==> config.mk <==
export PLATFORM = sky130hd
export DESIGN_NAME = int16_decimal_ascii_formatter_top_flat
export DESIGN_NICKNAME = d
export VERILOG_FILES = /design/src/i2a_pkg.sv /design/src/i2a_if.sv /design/src/int16_decimal_ascii_formatter_top.sv /design/src/i2a_front.sv /design/src/i2a_fifo.sv /design/src/i2a_back.sv /design/src/flat_wrapper.sv
export VERILOG_INCLUDE_DIRS = /design/src /design/src/src
export SDC_FILE = /design/constraint.sdc
export NUM_CORES = 1
export LEC_CHECK = 0
export BUFFER_PORTS_ARGS = -buffer_cell sky130_fd_sc_hd__buf_2
export CORE_ASPECT_RATIO = 1.4
export CORE_MARGIN = 1.5
export CORE_UTILIZATION = 55
export CTS_BUF_LIST = sky130_fd_sc_hd__clkbuf_8
export DETAILED_ROUTE_END_ITERATION = 16
export PLACE_DENSITY = 0.73
export SYNTH_ARGS = -nofsm -noshare
export SYNTH_HDL_FRONTEND = slang
export SYNTH_SLANG_ARGS = --single-unit
==> constraint.sdc <==
create_clock -name clk -period 5.6 [get_ports clk]
set_input_delay 1.4 -clock clk [delete_from_list [all_inputs] [get_ports clk]]
set_output_delay 1.4 -clock clk [all_outputs]
set_load 0.1 [all_outputs]
==> src/int16_decimal_ascii_formatter_top_defines.svh <==
// Assertion macros shared by the formatter RTL.
// Each assertion is clocked by clk and disabled while rst_n is low.
`ifndef INT16_DECIMAL_ASCII_FORMATTER_TOP_DEFINES_SVH
`define INT16_DECIMAL_ASCII_FORMATTER_TOP_DEFINES_SVH

`ifndef NO_ASSERTIONS
`define I2A_ASSERT(label, prop, msg) \
    label: assert property (@(posedge clk) disable iff (!rst_n) prop) else $error(msg);
`define I2A_ASSERT_NEVER(label, cond, msg) \
    `I2A_ASSERT(label, !(cond), msg)
`else
`define I2A_ASSERT(label, prop, msg)
`define I2A_ASSERT_NEVER(label, cond, msg)
`endif

`endif

==> src/i2a_pkg.sv <==
// Package for the signed 16-bit decimal ASCII formatter.
// Holds widths, character codes, the scaling constant and shared types.
package i2a_pkg;

    localparam int VALUE_W  = 16;
    localparam int MAG_W    = 16;
    localparam int BYTE_W   = 8;
    localparam int DIGIT_W  = 4;

    // The magnitude is scaled by ceil(2^32 / 10000). The integer part of the
    // product is the ten-thousands digit, and each multiply of the fraction
    // by ten brings out the next digit. The error stays below one part in
    // 10^4 for every magnitude up to 32768, so no digit is ever off by one.
    localparam int FRAC_W   = 32;
    localparam int RECIP_W  = 19;
    localparam logic [RECIP_W-1:0] RECIP = 19'd429497;
    localparam int PROD_W   = MAG_W + RECIP_W;
    localparam int ACC_W    = FRAC_W + DIGIT_W;

    localparam int IDX_W    = 3;
    localparam logic [IDX_W-1:0] LAST_DIGIT_IDX = 3'd4;
    localparam logic [IDX_W-1:0] TERM_IDX       = 3'd5;

    localparam logic [BYTE_W-1:0] ASCII_ZERO  = 8'h30;
    localparam logic [BYTE_W-1:0] ASCII_MINUS = 8'h2D;
    localparam logic [BYTE_W-1:0] ASCII_NUL   = 8'h00;

    localparam int QUEUE_DEPTH_DEF = 2;

    typedef struct packed {
        logic              neg;
        logic [PROD_W-1:0] scaled;
    } i2a_entry_t;

    typedef struct packed {
        logic full;
        logic empty;
    } i2a_qstat_t;

endpackage

==> src/i2a_if.sv <==
// Channel interfaces of the formatter: the value input and the text output.
// Depends on i2a_pkg for the payload widths.
interface i2a_value_if
    import i2a_pkg::*;
    ();
    logic                      valid;
    logic                      ready;
    logic signed [VALUE_W-1:0] value;

    modport source (output valid, output value, input ready);
    modport sink   (input valid, input value, output ready);
endinterface

interface i2a_text_if
    import i2a_pkg::*;
    ();
    logic              valid;
    logic              ready;
    logic [BYTE_W-1:0] out_byte;
    logic              last;

    modport source (output valid, output out_byte, output last, input ready);
    modport sink   (input valid, input out_byte, input last, output ready);
endinterface

==> src/int16_decimal_ascii_formatter_top.sv <==
// Signed 16-bit to decimal ASCII formatter, top level; uses i2a_pkg and i2a_if.
// Path: the front end registers a value, the queue stores it, the sequencer pops it
// and the output byte register offers its bytes, minus sign first for a negative value.
// The sequencer takes one step per output byte or skipped leading zero and holds while
// an offered byte is not taken; it pops the next entry in the step of the terminator.
// Reset: rst_n is asynchronous and active low; it empties the queue and drops all output.
module int16_decimal_ascii_formatter_top
    import i2a_pkg::*;
#(
    parameter int QUEUE_DEPTH = QUEUE_DEPTH_DEF
)
(
    input  logic        clk,
    input  logic        rst_n,
    i2a_value_if.sink   value_ch,
    i2a_text_if.source  text_ch
);

    logic        push;
    logic        pop;
    i2a_entry_t  push_entry;
    i2a_entry_t  pop_entry;
    i2a_qstat_t  qstat;

    i2a_front u_front (
        .clk        (clk),
        .rst_n      (rst_n),
        .value_ch   (value_ch),
        .qstat      (qstat),
        .push       (push),
        .push_entry (push_entry)
    );

    i2a_fifo #(
        .DEPTH (QUEUE_DEPTH)
    ) u_fifo (
        .clk        (clk),
        .rst_n      (rst_n),
        .push       (push),
        .push_entry (push_entry),
        .pop        (pop),
        .pop_entry  (pop_entry),
        .qstat      (qstat)
    );

    i2a_back u_back (
        .clk       (clk),
        .rst_n     (rst_n),
        .qstat     (qstat),
        .pop_entry (pop_entry),
        .pop       (pop),
        .text_ch   (text_ch)
    );

endmodule

==> src/i2a_front.sv <==
// Front end: accepts a value, splits off the sign and scales the magnitude.
// Depends on i2a_pkg and the i2a_value_if interface.
module i2a_front
    import i2a_pkg::*;
(
    input  logic        clk,
    input  logic        rst_n,
    i2a_value_if.sink   value_ch,
    input  i2a_qstat_t  qstat,
    output logic        push,
    output i2a_entry_t  push_entry
);

    logic              held_reg;
    logic              held_next;
    logic              neg_reg;
    logic              neg_next;
    logic [MAG_W-1:0]  mag_reg;
    logic [MAG_W-1:0]  mag_next;
    logic [MAG_W-1:0]  raw;
    logic              accept;

    assign push           = held_reg && !qstat.full;
    assign value_ch.ready = !held_reg || push;
    assign accept         = value_ch.valid && value_ch.ready;
    assign raw            = MAG_W'(unsigned'(value_ch.value));

    always_comb
    begin
        held_next = held_reg;
        neg_next  = neg_reg;
        mag_next  = mag_reg;
        if (push)
        begin
            held_next = 1'b0;
        end
        if (accept)
        begin
            held_next = 1'b1;
            neg_next  = raw[MAG_W-1];
            // Two's complement negation keeps 32768 as an unsigned magnitude.
            mag_next  = raw[MAG_W-1] ? (~raw + MAG_W'(1)) : raw;
        end
    end

    always_ff @(posedge clk or negedge rst_n)
    begin
        if (!rst_n)
        begin
            held_reg <= 1'b0;
        end
        else
        begin
            held_reg <= held_next;
        end
    end

    always_ff @(posedge clk)
    begin
        neg_reg <= neg_next;
        mag_reg <= mag_next;
    end

    assign push_entry.neg    = neg_reg;
    assign push_entry.scaled = {{RECIP_W{1'b0}}, mag_reg} * {{MAG_W{1'b0}}, RECIP};

endmodule

==> src/i2a_fifo.sv <==
// Short queue between the front end and the byte sequencer.
// Depends on i2a_pkg and the assertion macro header.
`include "int16_decimal_ascii_formatter_top_defines.svh"
module i2a_fifo
    import i2a_pkg::*;
#(
    parameter int DEPTH = QUEUE_DEPTH_DEF
)
(
    input  logic        clk,
    input  logic        rst_n,
    input  logic        push,
    input  i2a_entry_t  push_entry,
    input  logic        pop,
    output i2a_entry_t  pop_entry,
    output i2a_qstat_t  qstat
);

    localparam int PTR_W = $clog2(DEPTH);
    localparam int CNT_W = $clog2(DEPTH + 1);

    i2a_entry_t        entries_reg [DEPTH];
    logic [PTR_W-1:0]  wr_ptr_reg;
    logic [PTR_W-1:0]  wr_ptr_next;
    logic [PTR_W-1:0]  rd_ptr_reg;
    logic [PTR_W-1:0]  rd_ptr_next;
    logic [CNT_W-1:0]  count_reg;
    logic [CNT_W-1:0]  count_next;

    assign qstat.full  = (count_reg == CNT_W'(DEPTH));
    assign qstat.empty = (count_reg == '0);
    assign pop_entry   = entries_reg[rd_ptr_reg];

    always_comb
    begin
        wr_ptr_next = wr_ptr_reg;
        rd_ptr_next = rd_ptr_reg;
        count_next  = count_reg;
        if (push)
        begin
            wr_ptr_next = (wr_ptr_reg == PTR_W'(DEPTH - 1)) ? '0 : wr_ptr_reg + PTR_W'(1);
        end
        if (pop)
        begin
            rd_ptr_next = (rd_ptr_reg == PTR_W'(DEPTH - 1)) ? '0 : rd_ptr_reg + PTR_W'(1);
        end
        if (push && !pop)
        begin
            count_next = count_reg + CNT_W'(1);
        end
        else if (pop && !push)
        begin
            count_next = count_reg - CNT_W'(1);
        end
    end

    always_ff @(posedge clk or negedge rst_n)
    begin
        if (!rst_n)
        begin
            wr_ptr_reg <= '0;
            rd_ptr_reg <= '0;
            count_reg  <= '0;
        end
        else
        begin
            wr_ptr_reg <= wr_ptr_next;
            rd_ptr_reg <= rd_ptr_next;
            count_reg  <= count_next;
        end
    end

    always_ff @(posedge clk)
    begin
        if (push)
        begin
            entries_reg[wr_ptr_reg] <= push_entry;
        end
    end

    `I2A_ASSERT(a_count_bound, count_reg <= CNT_W'(DEPTH), "queue count exceeds depth")
    `I2A_ASSERT_NEVER(a_pop_empty, pop && count_reg == '0, "pop from empty queue")
    `I2A_ASSERT_NEVER(a_push_full, push && qstat.full, "push into full queue")

endmodule

==> src/i2a_back.sv <==
// Byte sequencer: walks one queued entry into sign, digits and terminator.
// Depends on i2a_pkg, the i2a_text_if interface and the assertion macros.
`include "int16_decimal_ascii_formatter_top_defines.svh"
module i2a_back
    import i2a_pkg::*;
(
    input  logic        clk,
    input  logic        rst_n,
    input  i2a_qstat_t  qstat,
    input  i2a_entry_t  pop_entry,
    output logic        pop,
    i2a_text_if.source  text_ch
);

    logic              busy_reg;
    logic              busy_next;
    logic              neg_reg;
    logic              neg_next;
    logic              started_reg;
    logic              started_next;
    logic [IDX_W-1:0]  idx_reg;
    logic [IDX_W-1:0]  idx_next;
    logic [ACC_W-1:0]  acc_reg;
    logic [ACC_W-1:0]  acc_next;
    logic              out_valid_reg;
    logic              out_valid_next;
    logic [BYTE_W-1:0] out_byte_reg;
    logic [BYTE_W-1:0] out_byte_next;
    logic              last_reg;
    logic              last_next;

    logic              step;
    logic              emit;
    logic              finish;
    logic              show;
    logic [DIGIT_W-1:0] digit;
    logic [ACC_W-1:0]  frac_ext;
    logic [ACC_W-1:0]  acc_times10;

    assign step        = busy_reg && (!out_valid_reg || text_ch.ready);
    assign finish      = step && !neg_reg && (idx_reg == TERM_IDX);
    assign digit       = acc_reg[ACC_W-1 -: DIGIT_W];
    assign frac_ext    = {{DIGIT_W{1'b0}}, acc_reg[FRAC_W-1:0]};
    // Ten times the fraction: its integer part is the next digit.
    assign acc_times10 = (frac_ext << 3) + (frac_ext << 1);
    // The units digit is always shown, which also covers the value zero.
    assign show        = started_reg || (digit != '0) || (idx_reg == LAST_DIGIT_IDX);
    assign pop         = !qstat.empty && (!busy_reg || finish);

    always_comb
    begin
        busy_next      = busy_reg;
        neg_next       = neg_reg;
        started_next   = started_reg;
        idx_next       = idx_reg;
        acc_next       = acc_reg;
        emit           = 1'b0;
        out_byte_next  = out_byte_reg;
        last_next      = last_reg;
        out_valid_next = out_valid_reg;

        if (step)
        begin
            if (neg_reg)
            begin
                emit          = 1'b1;
                out_byte_next = ASCII_MINUS;
                last_next     = 1'b0;
                neg_next      = 1'b0;
            end
            else if (idx_reg == TERM_IDX)
            begin
                emit          = 1'b1;
                out_byte_next = ASCII_NUL;
                last_next     = 1'b1;
                busy_next     = 1'b0;
            end
            else
            begin
                emit          = show;
                out_byte_next = ASCII_ZERO + {{(BYTE_W - DIGIT_W){1'b0}}, digit};
                last_next     = 1'b0;
                started_next  = show;
                acc_next      = acc_times10;
                idx_next      = idx_reg + IDX_W'(1);
            end
        end

        if (emit)
        begin
            out_valid_next = 1'b1;
        end
        else if (text_ch.ready)
        begin
            out_valid_next = 1'b0;
        end

        if (pop)
        begin
            busy_next    = 1'b1;
            neg_next     = pop_entry.neg;
            started_next = 1'b0;
            idx_next     = '0;
            acc_next     = ACC_W'(pop_entry.scaled);
        end
    end

    always_ff @(posedge clk or negedge rst_n)
    begin
        if (!rst_n)
        begin
            busy_reg      <= 1'b0;
            neg_reg       <= 1'b0;
            started_reg   <= 1'b0;
            idx_reg       <= '0;
            out_valid_reg <= 1'b0;
        end
        else
        begin
            busy_reg      <= busy_next;
            neg_reg       <= neg_next;
            started_reg   <= started_next;
            idx_reg       <= idx_next;
            out_valid_reg <= out_valid_next;
        end
    end

    always_ff @(posedge clk)
    begin
        acc_reg      <= acc_next;
        out_byte_reg <= out_byte_next;
        last_reg     <= last_next;
    end

    assign text_ch.valid    = out_valid_reg;
    assign text_ch.out_byte = out_byte_reg;
    assign text_ch.last     = last_reg;

    `I2A_ASSERT(a_sign_first, busy_reg && neg_reg |-> idx_reg == '0, "minus sign after a digit")
    `I2A_ASSERT(a_term_seen, busy_reg && idx_reg == TERM_IDX |-> started_reg, "no digit shown")
    `I2A_ASSERT(a_idx_bound, idx_reg <= TERM_IDX, "digit index out of range")

endmodule

==> src/flat_wrapper.sv <==
// flat-port wrapper written by rule: the top's interface ports become plain ports
module int16_decimal_ascii_formatter_top_flat import i2a_pkg::*;
#(
    parameter int QUEUE_DEPTH = QUEUE_DEPTH_DEF
)
  (clk, rst_n, value_ch_valid, value_ch_value, value_ch_ready, text_ch_valid, text_ch_out_byte, text_ch_last, text_ch_ready);
  i2a_value_if value_ch_i ();
  i2a_text_if text_ch_i ();
  input  logic clk;
  input  logic rst_n;
  input wire logic [$bits(value_ch_i.valid)-1:0] value_ch_valid;
  input wire logic [$bits(value_ch_i.value)-1:0] value_ch_value;
  output wire logic [$bits(value_ch_i.ready)-1:0] value_ch_ready;
  output wire logic [$bits(text_ch_i.valid)-1:0] text_ch_valid;
  output wire logic [$bits(text_ch_i.out_byte)-1:0] text_ch_out_byte;
  output wire logic [$bits(text_ch_i.last)-1:0] text_ch_last;
  input wire logic [$bits(text_ch_i.ready)-1:0] text_ch_ready;
  assign value_ch_i.valid = value_ch_valid;
  assign value_ch_i.value = value_ch_value;
  assign value_ch_ready = value_ch_i.ready;
  assign text_ch_valid = text_ch_i.valid;
  assign text_ch_out_byte = text_ch_i.out_byte;
  assign text_ch_last = text_ch_i.last;
  assign text_ch_i.ready = text_ch_ready;
  int16_decimal_ascii_formatter_top #(.QUEUE_DEPTH(QUEUE_DEPTH)) u_core (.clk(clk), .rst_n(rst_n), .value_ch(value_ch_i), .text_ch(text_ch_i));
endmodule
Word level (Yosys, flattened, before mapping)
Memories as Yosys holds them, arrays and structs flattened.
Cells that the tools add are included.
- reductions and logical operators: 32
- multiply operators: 1
- equal/unequal tests: 5
- add/subtract/negate cells: 8
- bitwise operators: 3
- muxes and demuxes: 34
- operators with widths (cell ; number):
    two-way mux 35 bit ; 4
    adder 35 x 33 -> 36 bit ; 1
    multiplier 16 x 19 -> 35 bit (second input constant) ; 1
    two-way mux 1 bit ; 22
    adder 16 x 1 -> 16 bit (second input constant) ; 1
    inverter 16 bit ; 1
    two-way mux 15 bit ; 1
    two-way mux 3 bit ; 4
    nonzero test 2 bit ; 5
    AND reduction 3 bit ; 3
    logical AND 1 bit ; 8
    logical NOT 1 bit ; 8
    adder 6 x 4 -> 7 bit (first input constant) ; 1
    equality test 3 bit (second input constant) ; 2
    two-way mux 6 bit ; 1
    logical OR 1 bit ; 5
    two-way mux 2 bit ; 2
    inequality test 2 x 1 -> 1 bit (second input constant) ; 2
    nonzero test 4 bit ; 1
    adder 3 x 1 -> 3 bit (second input constant) ; 1
    adder 1 bit (second input constant) ; 2
    adder 2 x 1 -> 2 bit (second input constant) ; 1
    equality test 2 bit (second input constant) ; 1
    logical NOT 2 bit ; 1
    other kinds (3) ; 4
- bits of input ports: 20
- word-level logic and storage cells: 101
- memories kept: 1
- memory bits (writable): 72
- output and inout port bits: 11
- register bits: 73
- memories (memory ; depth ; width ; read ports ; clocked after Yosys merged registers in ; write ports ; line ; RTL):
    u_core.u_fifo.entries_reg ; 2 ; 36 ; 1 ; 0 ; 1 ; i2a_fifo.sv:22 ; i2a_entry_t entries_reg [DEPTH];

Longest topological paths before layout
- depth in word-level cells: 10
- depth in mapped cells: 21
- mapped depth without buffers: 21

Cells and area by module
From an unflattened synthesis, not the netlist that was laid out.
- cells, all modules: 1246
- area, all modules: 13456.7 um^2
- modules (own cells, without submodules) (module ; cells an instance ; area an instance (um^2) ; instances ; seq. area each (um^2)):
    i2a_front ; 698 ; 6708.9 ; 1 ; 535.5
    i2a_back ; 420 ; 3813.7 ; 1 ; 1456.4
    i2a_fifo ; 128 ; 2934.1 ; 1 ; 2262.2

Worst setup path before layout
OpenSTA, ideal clock, no wires.
- path type: register to register
- from: register u_core.u_front.mag_reg[7]
- to: memory u_core.u_fifo.entries_reg[0][32] in the netlist's numbering, data pin
- library setup time: 0.263 ns
- data required time: 5.337 ns
- data arrival time: 5.332 ns
- stages on the path, launching flop included: 17
- path slack: 0.005 ns
- clock period less this slack: 5.595 ns
- buffers on the path: 0
- cell sequence: edfxtp_1 > ha_1 > fa_1 > fa_1 > fa_1 > fa_1 > inv_1 > fa_1 > inv_1 > ha_1 > nand2_1 > nor3_1 > a2111oi_0 > o41a_1 > o31ai_1 > a31oi_1 > xnor2_1
- RTL lines (item ; line ; RTL):
    start: declaration ; i2a_front.sv:18 ; logic [MAG_W-1:0] mag_reg;
    start signal: assignment ; i2a_front.sv:61 ; mag_reg <= mag_next;
    end: declaration ; i2a_fifo.sv:22 ;

==> impl_metrics.sql <==
INSERT INTO impl_metrics (metric_group, metric, value, unit) VALUES
('outcome', 'outcome', 'complete, no violations', ''),
('worst_setup_path', 'setup.worst_path.class', 'flop to flop', ''),
('floorplanning', 'rows', '66', ''),
('finish', 'area_delta_synth_final', '17.33', '%'),
('clocking', 'cts-hold-fix-buffers', '0', ''),
('synthesis', 'async_reset_ff_frac', '0.08333', ''),
('worst_setup_path', 'setup.worst_path.end_class', 'flop', ''),
('worst_setup_path', 'end_of_the_worst_register_to_register_path', 'u_core.u_fifo.entries_reg[1][33]', ''),
('placed_design', 'place_congestion', '0.9854', ''),
('global_route', 'groute.usage.overall', '0.2248', ''),
('synthesis', 'synth_area', '0.01296', 'sq mm'),
('route', 'initialDrtViolationCount', '356', ''),
('job', 'maxCapViolCount', '0', ''),
('route', 'route.detailed.vias_per_inst', '5.434', ''),
('timing', 'fin_tns_setup', '0', 'ps'),
('global_route', 'number_of_antenna_violations_at_the_first_check_in_global_routing', '0', ''),
('route', 'wire_per_inst', '16.54', 'um'),
('route', 'detail_route.first_pass.iterations', '5', ''),
('synthesis', 'count_of_mapped_cells_out_of_synthesis', '1195', ''),
('synthesis', 'synth_flop_cell', 'edfxtp_1', ''),
('floorplanning', 'io_pins', '31', ''),
('route', 'route.final.wire_length', '27330', 'um'),
('clocking', 'cts_buffers', '17', ''),
('clocking', 'cts.path.max_buffers', '2', ''),
('finish', 'final_core_utilization', '0.6552', ''),
('floorplanning', 'fp.dieW', '132.7', 'um'),
('floorplanning', 'die_h', '184.6', 'um'),
('placed_design', 'post_dp_cell_area', '0.01406', 'sq mm'),
('worst_setup_path', 'critPathArrivalTime', '5760', 'ps'),
('timing', 'worst_slew_pin_slew', '1013', 'ps'),
('global_route', 'grt_overflow_total', '0', ''),
('timing', 'report.final.setup_viol', '0', ''),
('placed_design', 'place_ws', '-172.9', 'ps'),
('finish', 'fill_cells', '1732', ''),
('timing', 'min_period_over_period', '0.9911', ''),
('finish', 'largest_reg_flops', '72', ''),
('clocking', 'cts_tree', 'done', ''),
('synthesis', 'synth_enable_flop_cells', '131', ''),
('finish', 'design.final.nets', '1640', ''),
('timing', 'fin_skew', '17.44', 'ps'),
('finish', 'fin_area', '0.01520', 'sq mm'),
('synthesis', 'synth_warnings', '0', ''),
('timing', 'clock.fmax', '180.2', 'MHz'),
('timing', 'max_slew_margin', '0.3249', ''),
('clocking', 'insertion_delay', '470', 'ps'),
('finish', 'mostFrequentLayoutCells', '187 x inv_1, 149 x ha_1, 131 x edfxtp_1', ''),
('placed_design', 'hpwlAfterDp', '21620', 'um'),
('placed_design', 'io_buffer_count', '28', ''),
('worst_setup_path', 'timing.reg2reg.setup_slack', '50', 'ps'),
('timing', 'layout_setup_ws', '50.02', 'ps'),
('finish', 'layout.cells.most_common', 'inv_1', ''),
('worst_setup_path', 'worst-r2r-cell-count', '20', ''),
('synthesis', 'post_synth.cell_area_avg', '10.84', 'sq um'),
('global_route', 'grt_max_degree', '50', ''),
('clocking', 'htreeDepth', '4', ''),
('floorplanning', 'initial_utilization', '0.5584', ''),
('timing', 'rsz0062_at_grt', 'yes', ''),
('synthesis', 'synth.distinct_cells', '67', ''),
('clocking', 'clkTransAtPathRegs', '90', 'ps'),
('synthesis', 'post_synthesis_sequential_area_ratio', '0.3283', ''),
('timing', 'period_needed', '5550', 'ps'),
('route', 'antenna_violating_nets_post_route', '0', ''),
('timing', 'final-max-slew-violation-count', '0', ''),
('finish', 'share_of_cells_above_drive_strength_1', '0.2088', ''),
('synthesis', 'ys_ff_latch', '144', ''),
('hold_path', 'worstHoldPathType', 'flop to flop', ''),
('global_route', 'global_route_wire_length_before_repair', '42920', 'um'),
('worst_setup_path', 'critical_path.startpoint_type', 'flop', ''),
('clocking', 'cts.root.buffer_cell', 'clkbuf_8', ''),
('finish', 'antenna_cells', '0', ''),
('global_route', 'grt_pass1_vias', '9158', ''),
('worst_setup_path', 'setup_crit_start', 'u_core.u_front.mag_reg[7]', ''),
('worst_setup_path', 'cp.required', '5810', 'ps'),
('floorplanning', 'area_of_the_placeable_core', '0.02320', 'sq mm'),
('worst_setup_path', 'critical_path.endpoint', 'u_core.u_fifo.entries_reg[1][33]', ''),
('worst_setup_path', 'timing.critical_path.fanout_max', '3', ''),
('timing', 'finalHoldViolCount', '0', ''),
('floorplanning', 'dieArea', '0.02450', 'sq mm'),
('clocking', 'clock_sink_count', '144', ''),
('route', 'drcViolationCount', '0', ''),
('worst_setup_path', 'worst_flop_to_flop_path_startpoint', 'u_core.u_front.mag_reg[7]', ''),
('route', 'dr_total_vias', '8977', '');
## worst max-delay path, cell delays in order (launching register included)
cell,delay (ps)
edfxtp_1,440
buf_4,160
buf_4,130
fa_1,500
ha_1,330
ha_4,280
fa_1,440
fa_1,520
inv_1,60
fa_1,530
inv_1,40
ha_1,320
a211oi_2,210
nand2_1,110
o311ai_2,250
o21ai_2,130
buf_4,160
o21ai_2,180
o21bai_2,110
a221oi_2,280
xnor2_1,110
## what timing repair did
item                                    4_1_cts  5_1_grt
gates resized for setup                      20       83
endpoints found under the setup margin       22       30
pin swaps                                     5       72
buffers inserted                             11       20
## cell usage after synthesis (13+ instances only)
cell type  instances  area share
a21o_1            24       0.014
a21oi_1           73       0.028
clkbuf_1          24      0.0070
edfxtp_1         131        0.30
fa_1             109        0.17
ha_1             178        0.17
inv_1            199       0.058
mux2i_1           24       0.019
nand2_1           59       0.017
nand3_1           14      0.0054
nor2_1            49       0.014
o21ai_0           49       0.019
o21bai_1          13      0.0075
xnor2_1           47       0.032
xor2_1            25       0.017
## final cells by class
class,count,area [sq um],share of cell area
Sequential cell,144,4255,0.2799
Inverter,199,747.0,0.04913
Clock inverter,14,130.1,0.008559
Timing Repair Buffer,150,1086,0.07143
Multi-Input combinational cell,821,8354,0.5495
Clock buffer,18,247.7,0.01630
Tap cell,306,382.9,0.02518
## how the worst min path moves through the flow
stage,end,depth (start not counted),from
2_1_floorplan,u_core.u_fifo.entries_reg[0][35],0,u_core.u_front.neg_reg
3_5_place_dp,u_core.u_fifo.entries_reg[0][35],0,u_core.u_front.neg_reg
4_1_cts,u_core.u_back.acc_reg[35],2,u_core.u_back.acc_reg[35]
3_3_place_gp,u_core.u_fifo.entries_reg[0][35],0,u_core.u_front.neg_reg
5_1_grt,u_core.u_fifo.entries_reg[0][35],0,u_core.u_front.neg_reg
6_report,u_core.u_back.acc_reg[35],2,u_core.u_back.acc_reg[35]
## per-layer routing
layer,vias to the layer above,GRT usage,part of all wire
met5,-,0,0
met4,0,0.1020,0.043
met3,72,0.02998,0.018
met2,160,0.4297,0.54
met1,4346,0.2464,0.40
li1,4399,-,-
## kinds of logic (layout without fill, tap and decap cells)
family,count (synthesis),count (layout),synth area share
AOI/OAI and AO/OA,230,230,0.1134
and+or+nand+nor,197,197,0.07426
buffers and inverters,231,381,0.06817
DFF,144,144,0.3283
adders and majority gates,287,287,0.3403
muxes,33,33,0.02665
xor gates and xnor gates,72,72,0.04867
other,1,2,0.0002894
## through the flow
| step | hold slack (ps) | instances |
|---|---|---|
| detailed placement | 458.2 | 1590 |
| global route | 491.9 | 1652 |
| finish | 489.8 | 1652 |
| floorplan | 421.5 | 1196 |
| CTS | 489.7 | 1633 |
| global placement | 429.2 | 1590 |
Power is not shown: default switching activity piles up to over one toggle a cycle in this logic, so the estimate is an artifact.
